==> src/sv/bafp_pkg.sv <==
// bafp_pkg: shared types and constants for the bearing pipeline
// angle format, cordic arctangent table and the stage control struct
// no dependencies
`timescale 1ns / 1ps

package bafp_pkg;

    // angle accumulator: signed degrees with ANG_FRAC fractional bits
    localparam int ANG_FRAC  = 20;
    localparam int ANG_W     = 31;
    // folded angle in [0, 360) degrees fits in this many unsigned bits
    localparam int FOLD_W    = 29;
    // vector components are the coordinate differences scaled by 2^GUARD
    localparam int GUARD     = 24;
    localparam int TABLE_LEN = 24;
    localparam int ATAN_W    = 27;

    localparam logic signed [ANG_W-1:0] DEG90  = ANG_W'(90) <<< ANG_FRAC;
    localparam logic signed [ANG_W-1:0] DEG360 = ANG_W'(360) <<< ANG_FRAC;

    // atan(2^-i) in degrees times 2^20, rounded to nearest
    localparam logic [ATAN_W-1:0] ATAN_TAB [TABLE_LEN] = '{
        27'd47185920, 27'd27855475, 27'd14718068, 27'd7471121,
        27'd3750058,  27'd1876857,  27'd938658,   27'd469357,
        27'd234682,   27'd117342,   27'd58671,    27'd29335,
        27'd14668,    27'd7334,     27'd3667,     27'd1833,
        27'd917,      27'd458,      27'd229,      27'd115,
        27'd57,       27'd29,       27'd14,       27'd7
    };

    typedef struct packed {
        logic valid;
        logic same;   // center and target coincide
    } bafp_ctl_t;

endpackage

==> src/sv/bafp_cordic_stage.sv <==
// bafp_cordic_stage: one registered cordic vectoring iteration
// depends on bafp_pkg for the arctangent table and control struct
`timescale 1ns / 1ps

module bafp_cordic_stage #(
    parameter int STAGE = 0,
    parameter int VEC_W = 43
) (
    input  logic                              clk,
    input  logic                              rst_n,
    input  bafp_pkg::bafp_ctl_t               ctl_up,
    input  logic signed [VEC_W-1:0]           x_up,
    input  logic signed [VEC_W-1:0]           y_up,
    input  logic signed [bafp_pkg::ANG_W-1:0] z_up,
    output logic                              ready_up,
    input  logic                              ready_dn,
    output bafp_pkg::bafp_ctl_t               ctl_dn,
    output logic signed [VEC_W-1:0]           x_dn,
    output logic signed [VEC_W-1:0]           y_dn,
    output logic signed [bafp_pkg::ANG_W-1:0] z_dn
);
    import bafp_pkg::*;

    localparam logic signed [ANG_W-1:0] STEP_ANG =
        {{(ANG_W-ATAN_W){1'b0}}, ATAN_TAB[STAGE]};

    logic signed [VEC_W-1:0] xs;
    logic signed [VEC_W-1:0] ys;
    logic signed [VEC_W-1:0] x_next;
    logic signed [VEC_W-1:0] y_next;
    logic signed [ANG_W-1:0] z_next;

    logic                    valid_reg;
    logic                    same_reg;
    logic signed [VEC_W-1:0] x_reg;
    logic signed [VEC_W-1:0] y_reg;
    logic signed [ANG_W-1:0] z_reg;

    assign xs = x_up >>> STAGE;
    assign ys = y_up >>> STAGE;

    // rotate toward the x axis, direction from the sign of y
    always_comb
    begin
        if (y_up[VEC_W-1])
        begin
            x_next = x_up - ys;
            y_next = y_up + xs;
            z_next = z_up - STEP_ANG;
        end
        else
        begin
            x_next = x_up + ys;
            y_next = y_up - xs;
            z_next = z_up + STEP_ANG;
        end
    end

    assign ready_up = !valid_reg || ready_dn;

    always_ff @(posedge clk or negedge rst_n)
    begin
        if (!rst_n)
        begin
            valid_reg <= 1'b0;
        end
        else if (ready_up)
        begin
            valid_reg <= ctl_up.valid;
        end
    end

    always_ff @(posedge clk)
    begin
        if (ready_up && ctl_up.valid)
        begin
            same_reg <= ctl_up.same;
            x_reg    <= x_next;
            y_reg    <= y_next;
            z_reg    <= z_next;
        end
    end

    assign ctl_dn.valid = valid_reg;
    assign ctl_dn.same  = same_reg;
    assign x_dn         = x_reg;
    assign y_dn         = y_reg;
    assign z_dn         = z_reg;

endmodule

==> config.mk <==
export PLATFORM = sky130hd
export DESIGN_NAME = bafp_cordic_stage
export DESIGN_NICKNAME = d
export VERILOG_FILES = /design/src/sv/bafp_pkg.sv /design/src/sv/bafp_cordic_stage.sv
export SDC_FILE = /design/constraint.sdc
export NUM_CORES = 1
export LEC_CHECK = 0
export ABC_AREA = 1
export BUFFER_PORTS_ARGS = -buffer_cell sky130_fd_sc_hd__buf_2
export CAP_MARGIN = 20
export CORE_MARGIN = 10
export CORE_UTILIZATION = 30
export CTS_BUF_LIST = sky130_fd_sc_hd__clkbuf_16
export DETAILED_ROUTE_END_ITERATION = 12
export GPL_TIMING_DRIVEN = 0
export HOLD_SLACK_MARGIN = 0.1
export PLACE_DENSITY_LB_ADDON = 0.05
export SLEW_MARGIN = 20
export SYNTH_ARGS = -nofsm -noshare
export SYNTH_HDL_FRONTEND = slang
export SYNTH_SLANG_ARGS = --single-unit
export TNS_END_PERCENT = 1
==> constraint.sdc <==
create_clock -name clk -period 6.28 [get_ports clk]
set_input_delay 0.314 -clock clk [delete_from_list [all_inputs] [get_ports clk]]
set_output_delay 0.314 -clock clk [all_outputs]
set_load 0.05 [all_outputs]
==> impl_metrics.json <==
{
  "timing.max_cap.violations": 0,
  "placement_rows": 80,
  "cts_root_buffer": "clkbuf_16",
  "design.portCount": 242,
  "drt-initial-drc-count": 1250,
  "nNetsFinal": 2860,
  "cts.htree.levels": 4,
  "hold_ws_ps": 145.4,
  "critical_path.most_common_cell": "nand2_1",
  "r2r-start": "valid_reg$_DFFE_PN0N_",
  "grt_start_max_net_pins": 24,
  "final_period_minus_worst_setup_slack_ps": 3092,
  "vias_per_cell": 4.954,
  "globalplace.congestion": 0.9306,
  "path_cells": "buf_2 > inv_1 > ha_1 > fa_1 > o21ai_1 > nand2_1 > nand2_1 > nand2_1 > nand2_1 > nand3_1 > nand2_1 > nand2_1 > nand3_1 > nand2_1",
  "clk_transition_reported_paths_ps": 60,
  "core_region_area_mm2": 0.04765,
  "start_util_pct": 30.34,
  "syn-cell-area_mm2": 0.01446,
  "worstSetupStartpointType": "input port",
  "cp_max_fo": 5,
  "synthesized_nets": 2570,
  "largest_register_ffs": 43,
  "remaining_drc_errors": 0,
  "detailed_placement_wirelength_estimate_um": 60510,
  "synth-seq-cells": 118,
  "postCtsSetupRepairBufs": 0,
  "cp_slowest_stage_delay_ps": 690,
  "crit_path_top_delay_cell": "o21ai_1",
  "antenna_found_initial": 3,
  "flow.area_growth_from_synthesis_pct": 20.16,
  "yosys_warnings": 0,
  "p_per_area_mw_per_mm2": 204.7,
  "timing.hold.worst.class": "in -> reg",
  "design.die.area_mm2": 0.05737,
  "worst-endpoint-required_ps": 6520,
  "die_h_um": 239.5,
  "regArea_mm2": 0.003538,
  "layout.cells.most_common": "nand2_1",
  "setup_tns_ps": 0,
  "synth_enable_flop_cells": 117,
  "fin_crit_sh_pct": 49.23,
  "final_layout_size_suffix_gt1_share_pct": 15.62,
  "place.port_buffers": 241,
  "clock_tree_from_tritoncts": "done",
  "route.vias.total": 15990,
  "fmax_mhz": 323.5,
  "grt_overflow": 0,
  "hold_viol": 0,
  "grt_setup_unrepaired": "false",
  "cts_buffers": 17,
  "endpoint_kind": "flip-flop",
  "timing.clock.skew_ps": 8.680,
  "crit_buf_inv": 2,
  "final-setup-viol-count": 0,
  "wl_per_cell_um": 21.74,
  "worst-slew-pin-transition_ps": 939.5,
  "timing.setup.critical_path_class": "in -> reg",
  "asyncSetResetFlopFracSynth_pct": 0.8475,
  "mostFrequentLayoutCells": "nand2_1, inv_1, buf_2",
  "timing.critical_path.from": "y_up[0]",
  "timing.slew.headroom_pct": 37.37,
  "clkSinkCount": 118,
  "multi_input_area_mm2": 0.009085,
  "synth.lib_cells_used.distinct": 44,
  "clk-insertion-delay-late_ps": 490,
  "synth_sequential_area_ratio_pct": 24.47,
  "synthesis.instances": 2309,
  "grt_usage_pct": 24.18,
  "wirelength_um": 70160,
  "number_of_max_slew_violations_in_the_final_report": 0,
  "cp_data_arrival_time_ps": 3330,
  "ir_worst_vdd_uv": 124.9,
  "outcome": "finished, final reports clean",
  "global_route_wire_length_before_repair_um": 100600,
  "ctsLongestPathBuffers": 2,
  "cp_top_family": "simple AND/OR/NAND/NOR gates",
  "antenna_cells_inserted": 0,
  "power.leakage_nw": 9.119,
  "drt_first_pass_iters": 5,
  "min_from": "ready_dn",
  "postSynth.topFlopCell": "edfxtp_1",
  "synthesis.area_per_instance_um2": 6.261,
  "first_global_vias": 15450,
  "fillerInstances": 5320,
  "fp.dieW_um": 239.5,
  "antenna_left": 0
}
==> cell families after synthesis <==
| group | count (synthesis) | synth area share, % |
|---|---|---|
| simple gates | 1276 | 36.95 |
| xor+xnor | 40 | 2.423 |
| flops | 118 | 24.47 |
| buf+inv | 446 | 12.76 |
| compound gates | 290 | 11.15 |
| fa+ha+maj | 139 | 12.24 |
==> layout make-up <==
cell class / count / share of cell area (%)
Inverter: 387 / 8.362
Clock buffer: 17 / 2.449
Clock inverter: 15 / 0.6266
Buffer: 59 / 2.262
Timing Repair Buffer: 271 / 9.205
Tap cell: 615 / 4.430
Multi-Input combinational cell: 1745 / 52.30
Sequential cell: 118 / 20.37
==> timing repair <==
item                      4_1_cts  5_1_grt
hold buffers                   24        0
hold endpoints to repair       23        0
gates resized for setup         0        0
==> per-stage QoR <==
| step | area, um2 | std cells | power (W) | setup slack [ps] | utilization [%] |
|---|---|---|---|---|---|
| after detailed placement | 16600 | 3171 | 0.002629 | 2761 | 34.83 |
| after CTS | 17370 | 3227 | 0.003590 | 3285 | 36.46 |
| after global routing | 17370 | 3227 | 0.003767 | 3118 | 36.46 |
| final | 17370 | 3227 | 0.003556 | 3188 | 36.46 |
| after global placement | 16440 | 3165 | 0.002622 | 222.7 | 34.50 |
| after floorplan | 14460 | 2309 | 0.002065 | 2061 | - |
==> layer usage <==
metal	part of all wire, %	GRT usage (%)	routed length [um]
met1	46	32.36	32460
met5	0.019	0	13
met4	2.1	6.598	1442
met3	5.9	3.643	4126
met2	46	39.60	32110
==> Yosys cell counts, types with 4 or more instances <==
master | count | area [um2]
xnor2_1 | 4 | 35.03
nor3_2 | 4 | 40.04
buf_2 | 17 | 85.08
nor2_2 | 30 | 187.7
inv_1 | 380 | 1426
o21bai_1 | 27 | 202.7
nor3_1 | 8 | 40.04
o22ai_1 | 8 | 50.05
nand2_2 | 14 | 87.58
nand3_1 | 198 | 991.0
o21a_1 | 4 | 30.03
nand2_1 | 768 | 2883
nor2_4 | 4 | 45.04
ha_1 | 135 | 1689
o21ai_0 | 81 | 405.4
xor2_1 | 36 | 315.3
clkbuf_1 | 6 | 22.52
o21ai_2 | 4 | 35.03
o21ai_1 | 12 | 60.06
buf_6 | 5 | 56.30
and2_1 | 6 | 37.54
nand4_1 | 21 | 131.4
a21oi_1 | 141 | 705.7
buf_4 | 30 | 225.2
inv_2 | 6 | 22.52
o211ai_2 | 4 | 50.05
nand3_2 | 6 | 60.06
nor2_1 | 210 | 788.3
fa_1 | 4 | 80.08
edfxtp_1 | 117 | 3513
==> worst paths after layout <==
check,to,slack (ps),cells past startpoint
worst max-delay path,y_dn[32]$_DFFE_PP_,3190,14
worst min-delay path,valid_reg$_DFFE_PN0N_,150,4
worst max register to register,y_dn[16]$_DFFE_PP_,4550,4
worst min register to register,valid_reg$_DFFE_PN0N_,600,2
max in group asynchronous,valid_reg$_DFFE_PN0N_,5510,3
min in group asynchronous,valid_reg$_DFFE_PN0N_,670,3
==> power by group <==
group / leakage [nW] / internal (W) / switching [W]
Clock: 0.239 / 0.000499 / 0.000419
Sequential: 1.13 / 0.000972 / 0.0000162
Combinational: 7.75 / 0.000440 / 0.00121
Total: 9.12 / 0.00191 / 0.00164
==> tightest hold or removal path, cell delays in order <==
cell and delay (ps):
buf_2 80, inv_1 60, nand2_1 90, nand2_1 50
(Power assumes the default switching activity.)
