**config.mk**
```make
export PLATFORM = sky130hd
export DESIGN_NAME = bafp_prep
export DESIGN_NICKNAME = d
export VERILOG_FILES = /design/src/sv/bafp_pkg.sv /design/src/sv/bafp_prep.sv
export SDC_FILE = /design/constraint.sdc
export NUM_CORES = 1
export LEC_CHECK = 0
export ABC_CLOCK_PERIOD_IN_PS = 3000
export BUFFER_PORTS_ARGS = -buffer_cell sky130_fd_sc_hd__buf_4
export CAP_MARGIN = 20
export CORE_MARGIN = 2
export CORE_UTILIZATION = 58
export DETAILED_ROUTE_END_ITERATION = 16
export GPL_TIMING_DRIVEN = 0
export HOLD_SLACK_MARGIN = 0.02
export PLACE_DENSITY_LB_ADDON = 0.08
export SYNTH_ARGS = -nofsm -noshare
export SYNTH_HDL_FRONTEND = slang
export SYNTH_SLANG_ARGS = --single-unit
```
**constraint.sdc**
```tcl
create_clock -name clk -period 3 [get_ports clk]
set_input_delay 0.3 -clock clk [delete_from_list [all_inputs] [get_ports clk]]
set_output_delay 0.3 -clock clk [all_outputs]
set_load 0.1 [all_outputs]
```
**src/sv/bafp_pkg.sv**
```systemverilog
// bafp_pkg: shared types and constants for the bearing pipeline
// angle format, cordic arctangent table and the stage control struct
// no dependencies
`timescale 1ns / 1ps

package bafp_pkg;

    // angle accumulator: signed degrees with ANG_FRAC fractional bits
    localparam int ANG_FRAC  = 20;
    localparam int ANG_W     = 31;
    // folded angle in [0, 360) degrees fits in this many unsigned bits
    localparam int FOLD_W    = 29;
    // vector components are the coordinate differences scaled by 2^GUARD
    localparam int GUARD     = 24;
    localparam int TABLE_LEN = 24;
    localparam int ATAN_W    = 27;

    localparam logic signed [ANG_W-1:0] DEG90  = ANG_W'(90) <<< ANG_FRAC;
    localparam logic signed [ANG_W-1:0] DEG360 = ANG_W'(360) <<< ANG_FRAC;

    // atan(2^-i) in degrees times 2^20, rounded to nearest
    localparam logic [ATAN_W-1:0] ATAN_TAB [TABLE_LEN] = '{
        27'd47185920, 27'd27855475, 27'd14718068, 27'd7471121,
        27'd3750058,  27'd1876857,  27'd938658,   27'd469357,
        27'd234682,   27'd117342,   27'd58671,    27'd29335,
        27'd14668,    27'd7334,     27'd3667,     27'd1833,
        27'd917,      27'd458,      27'd229,      27'd115,
        27'd57,       27'd29,       27'd14,       27'd7
    };

    typedef struct packed {
        logic valid;
        logic same;   // center and target coincide
    } bafp_ctl_t;

endpackage

```
**src/sv/bafp_prep.sv**
```systemverilog
// bafp_prep: first pipeline stage, coordinate differences and quadrant pre-rotation
// depends on bafp_pkg
`timescale 1ns / 1ps

module bafp_prep #(
    parameter int COORD_WIDTH = 16,
    parameter int VEC_W       = 43
) (
    input  logic                            clk,
    input  logic                            rst_n,
    input  logic                            valid_up,
    output logic                            ready_up,
    input  logic signed [COORD_WIDTH-1:0]   center_x,
    input  logic signed [COORD_WIDTH-1:0]   center_y,
    input  logic signed [COORD_WIDTH-1:0]   target_x,
    input  logic signed [COORD_WIDTH-1:0]   target_y,
    input  logic                            ready_dn,
    output bafp_pkg::bafp_ctl_t             ctl_dn,
    output logic signed [VEC_W-1:0]         x_dn,
    output logic signed [VEC_W-1:0]         y_dn,
    output logic signed [bafp_pkg::ANG_W-1:0] z_dn
);
    import bafp_pkg::*;

    localparam int DW = COORD_WIDTH + 1;

    logic signed [DW-1:0]    dx;
    logic signed [DW-1:0]    dy;
    logic signed [DW-1:0]    ndx;
    logic signed [DW-1:0]    ndy;
    logic signed [DW-1:0]    x_sel;
    logic signed [DW-1:0]    y_sel;
    logic signed [ANG_W-1:0] z_sel;

    logic                    valid_reg;
    logic                    same_reg;
    logic signed [VEC_W-1:0] x_reg;
    logic signed [VEC_W-1:0] y_reg;
    logic signed [ANG_W-1:0] z_reg;

    // negated differences formed directly so no negate follows the subtract
    assign dx  = {target_x[COORD_WIDTH-1], target_x} - {center_x[COORD_WIDTH-1], center_x};
    assign dy  = {target_y[COORD_WIDTH-1], target_y} - {center_y[COORD_WIDTH-1], center_y};
    assign ndx = {center_x[COORD_WIDTH-1], center_x} - {target_x[COORD_WIDTH-1], target_x};
    assign ndy = {center_y[COORD_WIDTH-1], center_y} - {target_y[COORD_WIDTH-1], target_y};

    always_comb
    begin
        priority if (dx[DW-1] && !dy[DW-1])
        begin
            x_sel = dy;
            y_sel = ndx;
            z_sel = DEG90;
        end
        else if (dx[DW-1])
        begin
            x_sel = ndy;
            y_sel = dx;
            z_sel = -DEG90;
        end
        else
        begin
            x_sel = dx;
            y_sel = dy;
            z_sel = '0;
        end
    end

    assign ready_up = !valid_reg || ready_dn;

    always_ff @(posedge clk or negedge rst_n)
    begin
        if (!rst_n)
        begin
            valid_reg <= 1'b0;
        end
        else if (ready_up)
        begin
            valid_reg <= valid_up;
        end
    end

    always_ff @(posedge clk)
    begin
        if (ready_up && valid_up)
        begin
            same_reg <= (dx == '0) && (dy == '0);
            x_reg    <= {{(VEC_W-DW-GUARD){x_sel[DW-1]}}, x_sel, {GUARD{1'b0}}};
            y_reg    <= {{(VEC_W-DW-GUARD){y_sel[DW-1]}}, y_sel, {GUARD{1'b0}}};
            z_reg    <= z_sel;
        end
    end

    assign ctl_dn.valid = valid_reg;
    assign ctl_dn.same  = same_reg;
    assign x_dn         = x_reg;
    assign y_dn         = y_reg;
    assign z_dn         = z_reg;

endmodule

```
==> results.sh <==
export IMPL_status="completed"
export IMPL_rsz0062_at_grt="true"
export IMPL_drt_pre_antenna_iters=6
export IMPL_first_global_vias=5420
export IMPL_place_hpwl_um=13900
export IMPL_grt_pass1_wl_um=26600
export IMPL_final_nets=1086
export IMPL_synth_area_top_cells="edfxtp_1 19%, ha_1 14%, buf_4 11%"
export IMPL_synth_top_area_frac=0.191
export IMPL_async_flop_share=0.0256
export IMPL_crit_slowest_cell="fa_2"
export IMPL_cpLargestDelayFamily="compound AO/OA/AOI/OAI gates"
export IMPL_finalHoldViolCount=0
export IMPL_max_vdd_ir_drop_uv=381
export IMPL_worst_path_buf_inv=6
export IMPL_start_kind="input pin"
export IMPL_antenna_cells=0
export IMPL_power_per_cell_area_nw_per_um2=485
export IMPL_synth_fa_ha_area_frac=0.152
export IMPL_synth_edff_count=38
export IMPL_die_area_sq_um=11100
export IMPL_final_setup_viol_count=0
export IMPL_grt_max_degree=39
export IMPL_antenna_found_initial=0
export IMPL_track_usage=0.296
export IMPL_die_h_um=105
export IMPL_total_power_mw=3.67
export IMPL_cts_sink_count=39
export IMPL_grt_overflow=0
export IMPL_postRouteAntennaNets=0
export IMPL_synth_main_ff_cell="edfxtp_1"
export IMPL_wl_per_cell_um=16.0
export IMPL_tightest_slew_ns=0.982
export IMPL_fillers=774
export IMPL_cap_violations=0
export IMPL_synth_top_family_by_area="compound AO/OA/AOI/OAI gates"
export IMPL_insertion_delay_ns=0.29
export IMPL_detail_route_vias_per_cell=5.46
export IMPL_yosys_warnings=0
export IMPL_power_leakage_nw=3.88
export IMPL_synth_area_per_cell_sq_um=7.97
export IMPL_clk_pin_slew_worst_paths_ns=0.07
export IMPL_seq_area_sq_um=1170
export IMPL_crit_chain="buf_4 > inv_1 > ha_1 > inv_1 > fa_2 > a211oi_4 > o21ai_2 > a31o_2 > o21ai_2 > a31oi_4 > inv_1 > clkbuf_4 > buf_6 > o211ai_1 > o21a_1"
export IMPL_syn_cell_area_sq_um=5970
export IMPL_synth_compound_area_frac=0.218
export IMPL_synthDistinctLibCells=72
export IMPL_slew_headroom=0.337
export IMPL_io_pins=188
export IMPL_clock_path_buffers=2
export IMPL_vias=5922
export IMPL_synth_seq_cells=39
export IMPL_layout_drive_gt1_share=0.283
export IMPL_finalWirelength_um=17400
export IMPL_place_gp_congestion=0.909
export IMPL_worstPathRequired_ns=3.04
export IMPL_fp_dieW_um=105
export IMPL_finalMaxSlewViolations=0
export IMPL_clk_root_buffer_cell="clkbuf_8"
export IMPL_cpMostUsedCell="inv_1"
export IMPL_cp_max_fo=10
export IMPL_arrival_ns=2.99
export IMPL_min_path_type="input pin to flop"
export IMPL_critical_path_class="input pin to flop"
export IMPL_htreeDepth=2
export IMPL_multi_input_area_sq_um=4030
export IMPL_syn_to_final_growth_pct=26.8
export IMPL_coreArea_sq_um=10100
export IMPL_finalSetupTns_ns=0
export IMPL_port_buffers=118
export IMPL_row_count=37
export IMPL_cts_tree="done"
export IMPL_start_util=0.589
export IMPL_yosys_area_top_type="edfxtp_1"
export IMPL_critPathCaptureType="flop"
export IMPL_yosys_area_share_simple=0.156
export IMPL_drc=0
export IMPL_muxShareOfSynthArea=0.0319
export IMPL_synth_xor_area_frac=0.0587
export IMPL_drt_first_iter_violations=444
export IMPL_slowest_delay_ns=0.40
export IMPL_skew_ns=0.0117
export IMPL_synthCells=749
export IMPL_min_period_ns=2.95
export IMPL_numCtsBuffers=5
export IMPL_fmax_ghz=0.340
export IMPL_synth_seq_area_share=0.195
export IMPL_fin_crit_sh=0.982
export IMPL_final_util=0.747
logic make-up (layout without fill, tap and decap cells):
group	Yosys count	count (layout)
AOI/OAI and AO/OA	193	193
xor gates and xnor gates	40	40
adders and majority gates	70	70
buffers and inverters	199	331
DFF	39	39
muxes	19	19
other	1	69
and+or+nand+nor	188	188
cell usage after synthesis, types with 6 or more instances:
| cell type | instances |
|---|---|
| a31oi_1 | 11 |
| buf_4 | 85 |
| o211ai_1 | 7 |
| mux2i_1 | 19 |
| a21o_1 | 18 |
| nor2b_1 | 9 |
| nor2_1 | 55 |
| ha_1 | 66 |
| nand2_1 | 47 |
| a21oi_1 | 54 |
| clkbuf_1 | 12 |
| nor3_1 | 18 |
| and2_1 | 6 |
| buf_2 | 13 |
| xnor2_1 | 29 |
| o21ai_1 | 6 |
| xor2_1 | 11 |
| inv_1 | 83 |
| o21ai_0 | 30 |
| nand2b_1 | 7 |
| o21a_1 | 15 |
| nand3_1 | 10 |
| edfxtp_1 | 38 |
repair_timing:
action / CTS / global route
endpoints found under the setup margin: 32 / 29
buffers inserted: 0 / 6
pin swaps: 0 / 9
hold buffers: 1 / 0
gates resized for setup: 10 / 15
hold endpoints to repair: 1 / 0
layout by cell type (no fill, tap or decap), types with 10 or more instances in the layout:
cell / n
xnor2_1: 28
a21oi_1: 54
buf_2: 11
mux2i_1: 18
nor2_1: 55
a21o_1: 18
xor2_1: 10
conb_1: 69
buf_4: 210
ha_1: 66
nand2_1: 47
edfxtp_1: 38
nand3_1: 10
a31oi_1: 10
clkbuf_1: 11
o21a_1: 15
nor3_1: 18
inv_1: 83
o21ai_0: 29
final cells by class:
| cell class | count | area share |
|---|---|---|
| Clock inverter | 2 | 0.00793 |
| Timing Repair Buffer | 125 | 0.124 |
| Clock buffer | 6 | 0.00958 |
| Inverter | 83 | 0.0411 |
| Buffer | 115 | 0.108 |
| Sequential cell | 39 | 0.154 |
| Multi-Input combinational cell | 579 | 0.532 |
| Tap cell | 136 | 0.0225 |
stage by stage:
stage          std cells  cell area [sq um]  worst slack, ns  hold slack [ns]
3_3_place_gp        1071               7280           -0.649           0.0756
2_1_floorplan        817               6220            0.149          0.00441
3_5_place_dp        1071               7280           -0.648           0.0773
5_1_grt             1085               7570          -0.0117            0.217
4_1_cts             1080               7460           0.0227            0.218
6_report            1085               7570           0.0548            0.214
per-layer routing:
layer	GRT usage	wire, um	part of all wire
met1	0.381	7110	0.41
met4	0.0933	559	0.032
met5	0	0	0
met2	0.527	8530	0.49
met3	0.0216	1180	0.068
report_power, final:
group	internal, mW	total (mW)	switching, mW
clock network	0.332	0.518	0.186
logic	0.688	2.43	1.74
registers	0.701	0.723	0.0214
worst paths after layout:
path,to,cells past startpoint,start,slack [ns]
hold reg to reg,valid_reg,2,valid_reg,0.59
setup / recovery,x_dn[25],15,target_x[0],0.05
min in group asynchronous,valid_reg,2,rst_n,0.34
hold / removal,valid_reg,2,valid_up,0.21
setup reg to reg,y_dn[31],2,valid_reg,1.34
max in group asynchronous,valid_reg,2,rst_n,2.58
(Power assumes the default switching activity.)
