--- src/sv/bafp_pkg.sv ---
// bafp_pkg: shared types and constants for the bearing pipeline
// angle format, cordic arctangent table and the stage control struct
// no dependencies
`timescale 1ns / 1ps

package bafp_pkg;

    // angle accumulator: signed degrees with ANG_FRAC fractional bits
    localparam int ANG_FRAC  = 20;
    localparam int ANG_W     = 31;
    // folded angle in [0, 360) degrees fits in this many unsigned bits
    localparam int FOLD_W    = 29;
    // vector components are the coordinate differences scaled by 2^GUARD
    localparam int GUARD     = 24;
    localparam int TABLE_LEN = 24;
    localparam int ATAN_W    = 27;

    localparam logic signed [ANG_W-1:0] DEG90  = ANG_W'(90) <<< ANG_FRAC;
    localparam logic signed [ANG_W-1:0] DEG360 = ANG_W'(360) <<< ANG_FRAC;

    // atan(2^-i) in degrees times 2^20, rounded to nearest
    localparam logic [ATAN_W-1:0] ATAN_TAB [TABLE_LEN] = '{
        27'd47185920, 27'd27855475, 27'd14718068, 27'd7471121,
        27'd3750058,  27'd1876857,  27'd938658,   27'd469357,
        27'd234682,   27'd117342,   27'd58671,    27'd29335,
        27'd14668,    27'd7334,     27'd3667,     27'd1833,
        27'd917,      27'd458,      27'd229,      27'd115,
        27'd57,       27'd29,       27'd14,       27'd7
    };

    typedef struct packed {
        logic valid;
        logic same;   // center and target coincide
    } bafp_ctl_t;

endpackage

--- src/sv/bafp_finish.sv ---
// bafp_finish: two stages that add 90 degrees, fold into [0, 360) and round
// depends on bafp_pkg for the angle format
`timescale 1ns / 1ps

module bafp_finish #(
    parameter int FRAC_BITS = 6
) (
    input  logic                              clk,
    input  logic                              rst_n,
    input  bafp_pkg::bafp_ctl_t               ctl_up,
    input  logic signed [bafp_pkg::ANG_W-1:0] z_up,
    output logic                              ready_up,
    input  logic                              ready_dn,
    output logic                              valid_dn,
    output logic [9+FRAC_BITS-1:0]            bearing
);
    import bafp_pkg::*;

    localparam int SHIFT = ANG_FRAC - FRAC_BITS;
    localparam int RW    = FOLD_W + 1 - SHIFT;
    localparam logic [FOLD_W:0]           ROUND_HALF = {{FOLD_W{1'b0}}, 1'b1} << (SHIFT - 1);
    localparam logic [RW-1:0]             WRAP       = RW'(360) << FRAC_BITS;
    localparam logic signed [ANG_W-1:0]   DEG450     = DEG90 + DEG360;
    localparam logic signed [ANG_W-1:0]   DEGM270    = DEG90 - DEG360;

    logic signed [ANG_W-1:0] v_mid;
    logic signed [ANG_W-1:0] v_lo;
    logic signed [ANG_W-1:0] v_hi;
    logic signed [ANG_W-1:0] v_fold;
    logic [FOLD_W:0]         v_sum;
    logic [RW-1:0]           r_full;
    logic [RW-1:0]           r_wrap;

    logic                    fold_valid_reg;
    logic [FOLD_W-1:0]       fold_reg;
    logic                    fold_ready;
    logic                    out_valid_reg;
    logic [9+FRAC_BITS-1:0]  bearing_reg;

    // all three fold candidates in parallel, pick by the unfolded sum
    assign v_mid = z_up + DEG90;
    assign v_lo  = z_up + DEG450;
    assign v_hi  = z_up + DEGM270;

    always_comb
    begin
        priority if (ctl_up.same)
        begin
            v_fold = DEG90;
        end
        else if (v_mid[ANG_W-1])
        begin
            v_fold = v_lo;
        end
        else if (v_mid >= DEG360)
        begin
            v_fold = v_hi;
        end
        else
        begin
            v_fold = v_mid;
        end
    end

    assign ready_up = !fold_valid_reg || fold_ready;

    always_ff @(posedge clk or negedge rst_n)
    begin
        if (!rst_n)
        begin
            fold_valid_reg <= 1'b0;
        end
        else if (ready_up)
        begin
            fold_valid_reg <= ctl_up.valid;
        end
    end

    always_ff @(posedge clk)
    begin
        if (ready_up && ctl_up.valid)
        begin
            fold_reg <= v_fold[FOLD_W-1:0];
        end
    end

    // round half up, then wrap a result of exactly 360 to 0
    assign v_sum  = {1'b0, fold_reg} + ROUND_HALF;
    assign r_full = v_sum[FOLD_W:SHIFT];
    assign r_wrap = (r_full >= WRAP) ? (r_full - WRAP) : r_full;

    assign fold_ready = !out_valid_reg || ready_dn;

    always_ff @(posedge clk or negedge rst_n)
    begin
        if (!rst_n)
        begin
            out_valid_reg <= 1'b0;
        end
        else if (fold_ready)
        begin
            out_valid_reg <= fold_valid_reg;
        end
    end

    always_ff @(posedge clk)
    begin
        if (fold_ready && fold_valid_reg)
        begin
            bearing_reg <= r_wrap[9+FRAC_BITS-1:0];
        end
    end

    assign valid_dn = out_valid_reg;
    assign bearing  = bearing_reg;

endmodule

--- config.mk ---
export PLATFORM = sky130hd
export DESIGN_NAME = bafp_finish
export DESIGN_NICKNAME = d
export VERILOG_FILES = /design/src/sv/bafp_pkg.sv /design/src/sv/bafp_finish.sv
export SDC_FILE = /design/constraint.sdc
export NUM_CORES = 1
export LEC_CHECK = 0
export BUFFER_PORTS_ARGS = -buffer_cell sky130_fd_sc_hd__buf_2
export CORE_MARGIN = 4
export CORE_UTILIZATION = 35
export DETAILED_ROUTE_END_ITERATION = 7
export SYNTH_ARGS = -nofsm -noshare
export SYNTH_HDL_FRONTEND = slang
export SYNTH_SLANG_ARGS = --single-unit
--- constraint.sdc ---
create_clock -name clk -period 2.7 [get_ports clk]
set_clock_uncertainty 0.05 [all_clocks]
set_input_delay 0.135 -clock clk [delete_from_list [all_inputs] [get_ports clk]]
set_output_delay 0.135 -clock clk [all_outputs]
set_load 0.01 [all_outputs]
==> flow_results.xml, run 1 <==
<?xml version="1.0" encoding="UTF-8"?>
<metrics>
  <group name="worst_setup_path">
    <metric name="cp-end-kind" unit="">flip-flop</metric>
    <metric name="timing.reg2reg.setup_slack" unit="ns">0.24</metric>
    <metric name="crit_required" unit="ns">2.68</metric>
    <metric name="cp_max_fo" unit="">8</metric>
    <metric name="worst-setup-path-type" unit="">flip-flop to flip-flop</metric>
    <metric name="start_kind" unit="">flip-flop</metric>
    <metric name="worstPathArrival" unit="ns">2.44</metric>
  </group>
  <group name="sta">
    <metric name="final.setup.tns" unit="ns">0</metric>
    <metric name="tightest_slew" unit="ns">0.771</metric>
    <metric name="hold_violations" unit="">0</metric>
    <metric name="final_period_minus_worst_setup_slack" unit="ns">2.46</metric>
    <metric name="finalSetupViolations" unit="">0</metric>
    <metric name="maxClockFrequency" unit="GHz">0.406</metric>
    <metric name="hold-worst-slack" unit="ns">0.0758</metric>
    <metric name="max_slew_margin" unit="">0.482</metric>
    <metric name="setup_repair_after_global_routing_missed_its_margin" unit="">no</metric>
    <metric name="finalCritPeriodShare" unit="">0.912</metric>
    <metric name="finalMaxSlewViolations" unit="">0</metric>
    <metric name="worst_slack" unit="ns">0.239</metric>
  </group>
  <group name="yosys">
    <metric name="synth-warning-count" unit="">0</metric>
    <metric name="yosys.area.top_type" unit="">sky130_fd_sc_hd__edfxtp_1</metric>
    <metric name="syn-instance-count" unit="">207</metric>
    <metric name="ys_async_sr_fraction" unit="">0.0606</metric>
    <metric name="count_of_state_elements_after_synthesis" unit="">33</metric>
    <metric name="post_synth_instance_area" unit="um^2">2110</metric>
    <metric name="synth_fp_nets" unit="">246</metric>
    <metric name="post-synth-top-count-cell" unit="">sky130_fd_sc_hd__edfxtp_1</metric>
    <metric name="synth_edf_count" unit="">31</metric>
    <metric name="post_synth_most_frequent_cells" unit="">sky130_fd_sc_hd__edfxtp_1 (31), sky130_fd_sc_hd__nor2_1 (19), sky130_fd_sc_hd__nand2_1 (16)</metric>
    <metric name="number_of_library_cell_types_mapped_by_synthesis" unit="">48</metric>
    <metric name="yosysSeqAreaShare" unit="">0.464</metric>
    <metric name="synth_largest_type_area_fraction" unit="">0.440</metric>
    <metric name="synth_top_area_cells" unit="">sky130_fd_sc_hd__edfxtp_1 (44%), sky130_fd_sc_hd__xnor2_1 (6.2%), sky130_fd_sc_hd__xor2_1 (4.1%)</metric>
    <metric name="dominantRegCellSynth" unit="">sky130_fd_sc_hd__edfxtp_1</metric>
    <metric name="syn_avg_cell_area" unit="um^2">10.2</metric>
  </group>
  <group name="clocking">
    <metric name="postCtsSetupBuffers" unit="">0</metric>
    <metric name="cts.reportedPaths.clkPinSlew" unit="ns">0.07</metric>
    <metric name="cts.path.max_buffers" unit="">2</metric>
    <metric name="cts_tree" unit="">built</metric>
    <metric name="cts.sink_count" unit="">33</metric>
    <metric name="cts_root_buf" unit="">sky130_fd_sc_hd__clkbuf_8</metric>
    <metric name="worstSkewPairLatency" unit="ns">0.28</metric>
    <metric name="htree_levels" unit="">2</metric>
    <metric name="cts_inserted_buffers" unit="">5</metric>
  </group>
  <group name="layout">
    <metric name="n_antenna_cell" unit="">0</metric>
    <metric name="syn_to_layout_area_delta" unit="%">19.3</metric>
    <metric name="seqCellArea" unit="um^2">981</metric>
    <metric name="final.fill_count" unit="">572</metric>
    <metric name="design_area" unit="um^2">2520</metric>
    <metric name="multi_input_area" unit="um^2">1080</metric>
    <metric name="largest_register_ff_count" unit="">16</metric>
    <metric name="nets" unit="">289</metric>
    <metric name="layout-drive-gt1-share" unit="">0.223</metric>
  </group>
  <group name="route">
    <metric name="routed_wl" unit="um">4090</metric>
    <metric name="ant_nets" unit="">0</metric>
    <metric name="vias_per_cell" unit="">5.14</metric>
    <metric name="drt_first_pass_iters" unit="">4</metric>
    <metric name="dr_total_vias" unit="">1676</metric>
    <metric name="drc_violations_left" unit="">0</metric>
    <metric name="initialDrtViolationCount" unit="">85</metric>
    <metric name="drt-wirelength-per-cell" unit="um">12.5</metric>
  </group>
  <group name="placement">
    <metric name="dp_slack" unit="ns">0.195</metric>
    <metric name="place_area" unit="um^2">2390</metric>
    <metric name="io_buffers" unit="">39</metric>
    <metric name="dp_hpwl" unit="um">3120</metric>
    <metric name="routabilityCongestion" unit="">0.857</metric>
  </group>
  <group name="global_routing">
    <metric name="grt_pass1_vias" unit="">1577</metric>
    <metric name="grt_pass1_wl" unit="um">6900</metric>
    <metric name="globalRouteOverflowTotal" unit="">0</metric>
    <metric name="grt_max_degree" unit="">20</metric>
    <metric name="number_of_antenna_violations_at_the_first_check_in_global_routing" unit="">0</metric>
    <metric name="gr-usage-all-layers" unit="">0.116</metric>
  </group>
  <group name="run_status">
    <metric name="run_status" unit="">complete, no violations</metric>
  </group>
  <group name="floorplan">
    <metric name="boundaryPins" unit="">53</metric>
    <metric name="placement_rows" unit="">28</metric>
    <metric name="starting_utilization_of_the_core_area" unit="">0.359</metric>
    <metric name="design.die.area" unit="um^2">7350</metric>
    <metric name="chipHeight" unit="um">85.7</metric>
    <metric name="fp.dieW" unit="um">85.7</metric>
    <metric name="coreArea" unit="um^2">5890</metric>
  </group>
  <group name="power">
    <metric name="worst_case_vdd_ir_drop" unit="mV">0.431</metric>
    <metric name="leakagePower" unit="nW">0.921</metric>
    <metric name="power_per_cell_area" unit="nW/um^2">528</metric>
  </group>
  <group name="min_path">
    <metric name="hold_path_class" unit="">input pin to flip-flop</metric>
  </group>
  <group name="flow_run">
    <metric name="max_cap_viol_count" unit="">0</metric>
  </group>
</metrics>
==> report_power, final <==
part | internal, mW | switching, mW | total, mW
Clock | 0.271 | 0.176 | 0.447
Sequential | 0.617 | 0.0264 | 0.643
Combinational | 0.107 | 0.135 | 0.242
Total | 0.995 | 0.337 | 1.33
==> layer usage <==
layer,vias up,part of all wire,wire length (um),global-route usage
li1,854,-,-,-
met4,0,0.019,76,0.0518
met5,-,0,0,0
met1,768,0.44,1780,0.141
met2,48,0.49,2010,0.200
met3,6,0.054,220,0.0231
==> critical path, stage by stage (launching register included) <==
cell and delay, ns:
sky130_fd_sc_hd__edfxtp_1 0.44, sky130_fd_sc_hd__nand4_1 0.31, sky130_fd_sc_hd__nor3_1 0.49, sky130_fd_sc_hd__o311ai_1 0.22
sky130_fd_sc_hd__or3_1 0.42, sky130_fd_sc_hd__a21oi_1 0.19, sky130_fd_sc_hd__xnor2_1 0.08
==> cells in the final DEF, fill, tap and decap left out, types with 2 or more instances in the layout <==
master and count:
sky130_fd_sc_hd__o2111ai_1 3, sky130_fd_sc_hd__nor2_1 19, sky130_fd_sc_hd__ha_1 3, sky130_fd_sc_hd__o21bai_1 2, sky130_fd_sc_hd__nand3_1 10, sky130_fd_sc_hd__and3_1 2, sky130_fd_sc_hd__nand2_1 16, sky130_fd_sc_hd__buf_2 39
sky130_fd_sc_hd__nand2b_1 6, sky130_fd_sc_hd__xnor2_1 15, sky130_fd_sc_hd__nand4_1 6, sky130_fd_sc_hd__o211ai_1 2, sky130_fd_sc_hd__nor2b_1 10, sky130_fd_sc_hd__dlygate4sd3_1 2, sky130_fd_sc_hd__clkbuf_8 5, sky130_fd_sc_hd__o31a_1 3
sky130_fd_sc_hd__nor3_1 4, sky130_fd_sc_hd__a21oi_1 10, sky130_fd_sc_hd__dfrtp_1 2, sky130_fd_sc_hd__buf_4 4, sky130_fd_sc_hd__edfxtp_1 31, sky130_fd_sc_hd__inv_1 3, sky130_fd_sc_hd__and2_1 4, sky130_fd_sc_hd__nor4_1 4
sky130_fd_sc_hd__o21ai_0 6, sky130_fd_sc_hd__nand3b_1 3, sky130_fd_sc_hd__xor2_1 10, sky130_fd_sc_hd__mux2i_1 2
==> layout make-up <==
class | count | share of cell area
tap | 75 | 0.0372
multi-input combinational | 162 | 0.429
sequential | 33 | 0.389
inverter | 3 | 0.00446
clock buffer | 5 | 0.0273
timing repair buffer | 45 | 0.0972
clock inverter | 3 | 0.0164
==> what timing repair did <==
item | 4_1_cts | 5_1_grt
resized for setup | 0 | 0
hold buffers | 2 | 0
endpoints found under the hold margin | 3 | 0
==> cell families (layout without fill, tap and decap cells) <==
family | Yosys count | after routing | share of synthesized area
AND/OR/NAND/NOR | 90 | 90 | 0.227
buffers and inverters | 12 | 56 | 0.0249
XOR/XNOR | 25 | 25 | 0.104
adder cells (fa/ha/maj) | 3 | 3 | 0.0178
flip-flops | 33 | 33 | 0.464
multiplexers | 3 | 3 | 0.0166
AO/OA/AOI/OAI | 41 | 41 | 0.146
==> stage by stage <==
| step | cells | total power [mW] | util |
|---|---|---|---|
| 2_1_floorplan | 207 | 0.816 | - |
| 3_3_place_gp | 316 | 0.890 | 0.406 |
| 3_5_place_dp | 316 | 0.894 | 0.406 |
| 4_1_cts | 326 | 1.34 | 0.429 |
| 5_1_grt | 326 | 1.39 | 0.429 |
| 6_report | 326 | 1.33 | 0.429 |
==> worst paths after layout <==
path                                startpoint             end  depth (start not counted)
worst min register to register  fold_valid_reg        valid_dn                          1
min in group asynchronous                rst_n        valid_dn                          2
max in group asynchronous                rst_n  fold_valid_reg                          2
worst max-delay path              fold_reg[17]     bearing[11]                          6
worst max register to register    fold_reg[17]     bearing[11]                          6
worst min-delay path                  ready_dn        valid_dn                          3
(Power assumes the default switching activity.)
==> inputs of run 2 (changes only) <==
--- a/config.mk
+++ b/config.mk
@@ -5,6 +5,7 @@
 export SDC_FILE = /design/constraint.sdc
 export NUM_CORES = 1
 export LEC_CHECK = 0
+export ABC_AREA = 1
 export BUFFER_PORTS_ARGS = -buffer_cell sky130_fd_sc_hd__buf_2
 export CORE_MARGIN = 4
 export CORE_UTILIZATION = 35
==> constraint.sdc (replaced) <==
create_clock -name clk -period 2.1 [get_ports clk]
set_clock_uncertainty 0.05 [all_clocks]
set_input_delay 0.21 -clock clk [delete_from_list [all_inputs] [get_ports clk]]
set_output_delay 0.21 -clock clk [all_outputs]
set_load 0.01 [all_outputs]
==> run 2 against run 1 <==
Final area rose by 7.4%. Sequential power rose by 31%. Sequential share of layout area fell by 2.7 points. Fmax rose by 24%. Via count rose by 13%. Utilization fell by 0.18 points. Hold slack improved by 0.010 ns. Clock-buffer cell count rose by 1. Synthesized area rose by 8.3%. Largest cell class unchanged.
==> flow_results.xml, run 2 <==
<?xml version="1.0" encoding="UTF-8"?>
<metrics>
  <group name="power">
    <metric name="comb_power_share" unit="">0.213</metric>
    <metric name="leakagePower" unit="nW">1.31</metric>
    <metric name="clockPowerShare" unit="">0.319</metric>
    <metric name="switching_power" unit="mW">0.498</metric>
    <metric name="worst_case_vdd_ir_drop" unit="mV">0.342</metric>
    <metric name="power_per_cell_area" unit="nW/um^2">664</metric>
    <metric name="pwr-share-seq" unit="">0.468</metric>
    <metric name="proportion_of_total_power_due_to_net_switching" unit="">0.277</metric>
    <metric name="cell_internal_pwr" unit="mW">1.30</metric>
    <metric name="design_power_total" unit="mW">1.80</metric>
  </group>
  <group name="sta">
    <metric name="finalMaxSlewViolations" unit="">0</metric>
    <metric name="hold_violations" unit="">0</metric>
    <metric name="maxClockFrequency" unit="GHz">0.504</metric>
    <metric name="finalCritPeriodShare" unit="">0.946</metric>
    <metric name="max_slew_margin" unit="">0.630</metric>
    <metric name="final.setup.tns" unit="ns">0</metric>
    <metric name="tightest_slew" unit="ns">0.554</metric>
    <metric name="final_period_minus_worst_setup_slack" unit="ns">1.99</metric>
    <metric name="finalSetupViolations" unit="">0</metric>
    <metric name="hold-worst-slack" unit="ns">0.0860</metric>
    <metric name="setup_repair_after_global_routing_missed_its_margin" unit="">no</metric>
  </group>
  <group name="route">
    <metric name="ant_nets" unit="">0</metric>
    <metric name="routed_wl" unit="um">4260</metric>
    <metric name="initialDrtViolationCount" unit="">55</metric>
    <metric name="drt_first_pass_iters" unit="">6</metric>
    <metric name="drt-wirelength-per-cell" unit="um">10.4</metric>
    <metric name="drc_violations_left" unit="">0</metric>
    <metric name="vias_per_cell" unit="">4.59</metric>
    <metric name="dr_total_vias" unit="">1888</metric>
  </group>
  <group name="yosys">
    <metric name="dominantRegCellSynth" unit="">sky130_fd_sc_hd__edfxtp_1</metric>
    <metric name="post_synth_most_frequent_cells" unit="">sky130_fd_sc_hd__nand2_1 (75), sky130_fd_sc_hd__inv_1 (42), sky130_fd_sc_hd__edfxtp_1 (31)</metric>
    <metric name="synth_top_area_cells" unit="">sky130_fd_sc_hd__edfxtp_1 (41%), sky130_fd_sc_hd__nand2_1 (12%), sky130_fd_sc_hd__inv_1 (6.9%)</metric>
    <metric name="synth_largest_type_area_fraction" unit="">0.406</metric>
    <metric name="yosys.area.top_type" unit="">sky130_fd_sc_hd__edfxtp_1</metric>
    <metric name="post-synth-top-count-cell" unit="">sky130_fd_sc_hd__nand2_1</metric>
    <metric name="yosysSeqAreaShare" unit="">0.428</metric>
    <metric name="synth-warning-count" unit="">0</metric>
    <metric name="post_synth_instance_area" unit="um^2">2290</metric>
    <metric name="syn-instance-count" unit="">288</metric>
    <metric name="count_of_state_elements_after_synthesis" unit="">33</metric>
    <metric name="syn_avg_cell_area" unit="um^2">7.95</metric>
    <metric name="number_of_library_cell_types_mapped_by_synthesis" unit="">29</metric>
    <metric name="synth_fp_nets" unit="">327</metric>
    <metric name="ys_async_sr_fraction" unit="">0.0606</metric>
    <metric name="synth_edf_count" unit="">31</metric>
  </group>
  <group name="global_routing">
    <metric name="gr-usage-all-layers" unit="">0.126</metric>
    <metric name="globalRouteOverflowTotal" unit="">0</metric>
    <metric name="grt_pass1_wl" unit="um">7840</metric>
    <metric name="grt_max_degree" unit="">17</metric>
    <metric name="number_of_antenna_violations_at_the_first_check_in_global_routing" unit="">0</metric>
    <metric name="grt_pass1_vias" unit="">1803</metric>
  </group>
  <group name="placement">
    <metric name="dp.cells" unit="">402</metric>
    <metric name="io_buffers" unit="">39</metric>
    <metric name="dp_hpwl" unit="um">3480</metric>
    <metric name="routabilityCongestion" unit="">0.874</metric>
  </group>
  <group name="clocking">
    <metric name="cts_tree" unit="">built</metric>
    <metric name="cts.sink_count" unit="">33</metric>
    <metric name="htree_levels" unit="">2</metric>
    <metric name="cts.path.max_buffers" unit="">2</metric>
    <metric name="cts.reportedPaths.clkPinSlew" unit="ns">0.07</metric>
    <metric name="cts_root_buf" unit="">sky130_fd_sc_hd__clkbuf_8</metric>
    <metric name="cts_inserted_buffers" unit="">5</metric>
    <metric name="postCtsSetupBuffers" unit="">0</metric>
    <metric name="worstSkewPairLatency" unit="ns">0.29</metric>
  </group>
  <group name="worst_setup_path">
    <metric name="timing.reg2reg.setup_slack" unit="ns">0.11</metric>
    <metric name="crit_path_frequent_cell" unit="">sky130_fd_sc_hd__nand2_1</metric>
    <metric name="r2r_end" unit="">bearing[13]</metric>
    <metric name="startpoint" unit="">fold_reg[13]</metric>
    <metric name="cells_along_the_critical_path" unit="">ha_1 -&gt; nand3_4 -&gt; inv_2 -&gt; nand4_1 -&gt; nand2_4 -&gt; ha_1 -&gt; inv_1 -&gt; nand2_1 -&gt; nand2_1 -&gt; nand2_1 -&gt; nand2_1 -&gt; nand2_1</metric>
    <metric name="crit_required" unit="ns">2.09</metric>
    <metric name="reg2regPathDepth" unit="">12</metric>
    <metric name="cp_max_fo" unit="">5</metric>
    <metric name="crit_family" unit="">simple AND/OR/NAND/NOR gates</metric>
    <metric name="crit_slowest_cell" unit="">sky130_fd_sc_hd__edfxtp_1</metric>
    <metric name="start_kind" unit="">flip-flop</metric>
    <metric name="cp-end-kind" unit="">flip-flop</metric>
    <metric name="worstPathArrival" unit="ns">1.97</metric>
    <metric name="worst-setup-path-type" unit="">flip-flop to flip-flop</metric>
    <metric name="critical_path.max_stage_delay" unit="ns">0.43</metric>
    <metric name="critical_path_buf_inv_count" unit="">2</metric>
    <metric name="timing.rr.start" unit="">fold_reg[13]</metric>
  </group>
  <group name="layout">
    <metric name="syn_to_layout_area_delta" unit="%">18.3</metric>
    <metric name="layout-drive-gt1-share" unit="">0.251</metric>
    <metric name="commonest_non_fill_non_tap_cell_in_the_layout" unit="">sky130_fd_sc_hd__nand2_1</metric>
    <metric name="largest_register_ff_count" unit="">16</metric>
    <metric name="fin_util" unit="">0.427</metric>
    <metric name="nets" unit="">372</metric>
    <metric name="most-common-layout-cells" unit="">sky130_fd_sc_hd__nand2_1 (75), sky130_fd_sc_hd__inv_1 (42), sky130_fd_sc_hd__buf_2 (39)</metric>
    <metric name="final.fill_count" unit="">618</metric>
    <metric name="stdcell_count" unit="">411</metric>
    <metric name="n_antenna_cell" unit="">0</metric>
  </group>
  <group name="floorplan">
    <metric name="design.die.area" unit="um^2">7900</metric>
    <metric name="fp.dieW" unit="um">88.9</metric>
    <metric name="chipHeight" unit="um">88.9</metric>
    <metric name="boundaryPins" unit="">53</metric>
    <metric name="coreArea" unit="um^2">6350</metric>
    <metric name="starting_utilization_of_the_core_area" unit="">0.361</metric>
    <metric name="placement_rows" unit="">29</metric>
  </group>
  <group name="run_status">
    <metric name="run_status" unit="">complete, no violations</metric>
  </group>
  <group name="min_path">
    <metric name="min-delay-start" unit="">ctl_up[1]</metric>
    <metric name="worst_hold_path.endpoint" unit="">fold_valid_reg</metric>
    <metric name="worst_hold_path.num_cells" unit="">3</metric>
    <metric name="hold_path_class" unit="">input pin to flip-flop</metric>
  </group>
  <group name="flow_run">
    <metric name="max_cap_viol_count" unit="">0</metric>
  </group>
</metrics>
==> run 2: changes by cell type in the layout (fill, tap and decap cells not counted), sizes merged, moves of 5 or more <==
cell,before,now
a21oi,10,3
inv,3,48
nand2,16,88
nand2b,7,0
nand3,10,29
nor2,19,39
nor2b,10,0
xnor2,15,3
xor2,10,15
==> run 2: stage by stage <==
| stage | cell area, um^2 | worst slack (ns) |
|---|---|---|
| global placement | 2580 | 0.157 |
| finish | 2710 | 0.114 |
| detailed placement | 2580 | 0.143 |
| floorplan | 2290 | 0.308 |
| CTS | 2690 | 0.134 |
| global route | 2710 | 0.0164 |
==> run 2: worst min-delay path: cells and delay by family <==
kind	cells	cell delay (ns)
simple gates	2	0.11
buf+inv	1	0.07
==> run 2: area by class of cell <==
type	count	area, um^2	area share
clock buffer	6	72.6	0.0268
clock inverter	2	33.8	0.0125
inverter	49	185	0.0683
multi-input combinational	203	1130	0.416
sequential	33	981	0.362
tap	77	96.3	0.0355
timing repair buffer	41	213	0.0785
==> run 2: per-layer routing <==
metal | wire length [um] | vias up | global-route usage
met5 | 0 | - | 0
met4 | 57 | 0 | 0.0577
met3 | 225 | 4 | 0.0295
met2 | 2120 | 40 | 0.219
met1 | 1850 | 834 | 0.147
li1 | - | 1010 | -
==> run 2: power by group through the flow <==
stage	sequential, mW	combinational (mW)	clock (mW)
6_report	0.843	0.383	0.574
5_1_grt	0.852	0.441	0.630
4_1_cts	0.842	0.387	0.592
3_5_place_dp	0.856	0.384	0
3_3_place_gp	0.854	0.378	0
2_1_floorplan	0.872	0.251	0
==> run 2: logic make-up after synthesis <==
family | synth area share
flops | 0.428
fa+ha+maj | 0.0164
compound gates | 0.0355
simple gates | 0.361
buf+inv | 0.0868
xor+xnor | 0.0721
==> run 2: worst max-delay path by stage <==
stage	depth (start not counted)	to
floorplan	12	bearing[13]
global placement	14	fold_reg[28]
detailed placement	12	bearing[13]
CTS	12	bearing[13]
global route	13	bearing[13]
finish	12	bearing[13]
==> run 2: repair_timing <==
item / 4_1_cts / 5_1_grt
hold buffers: 1 / 0
gates resized for setup: 0 / 3
hold endpoints to repair: 2 / 0
setup endpoints to repair: 0 / 5
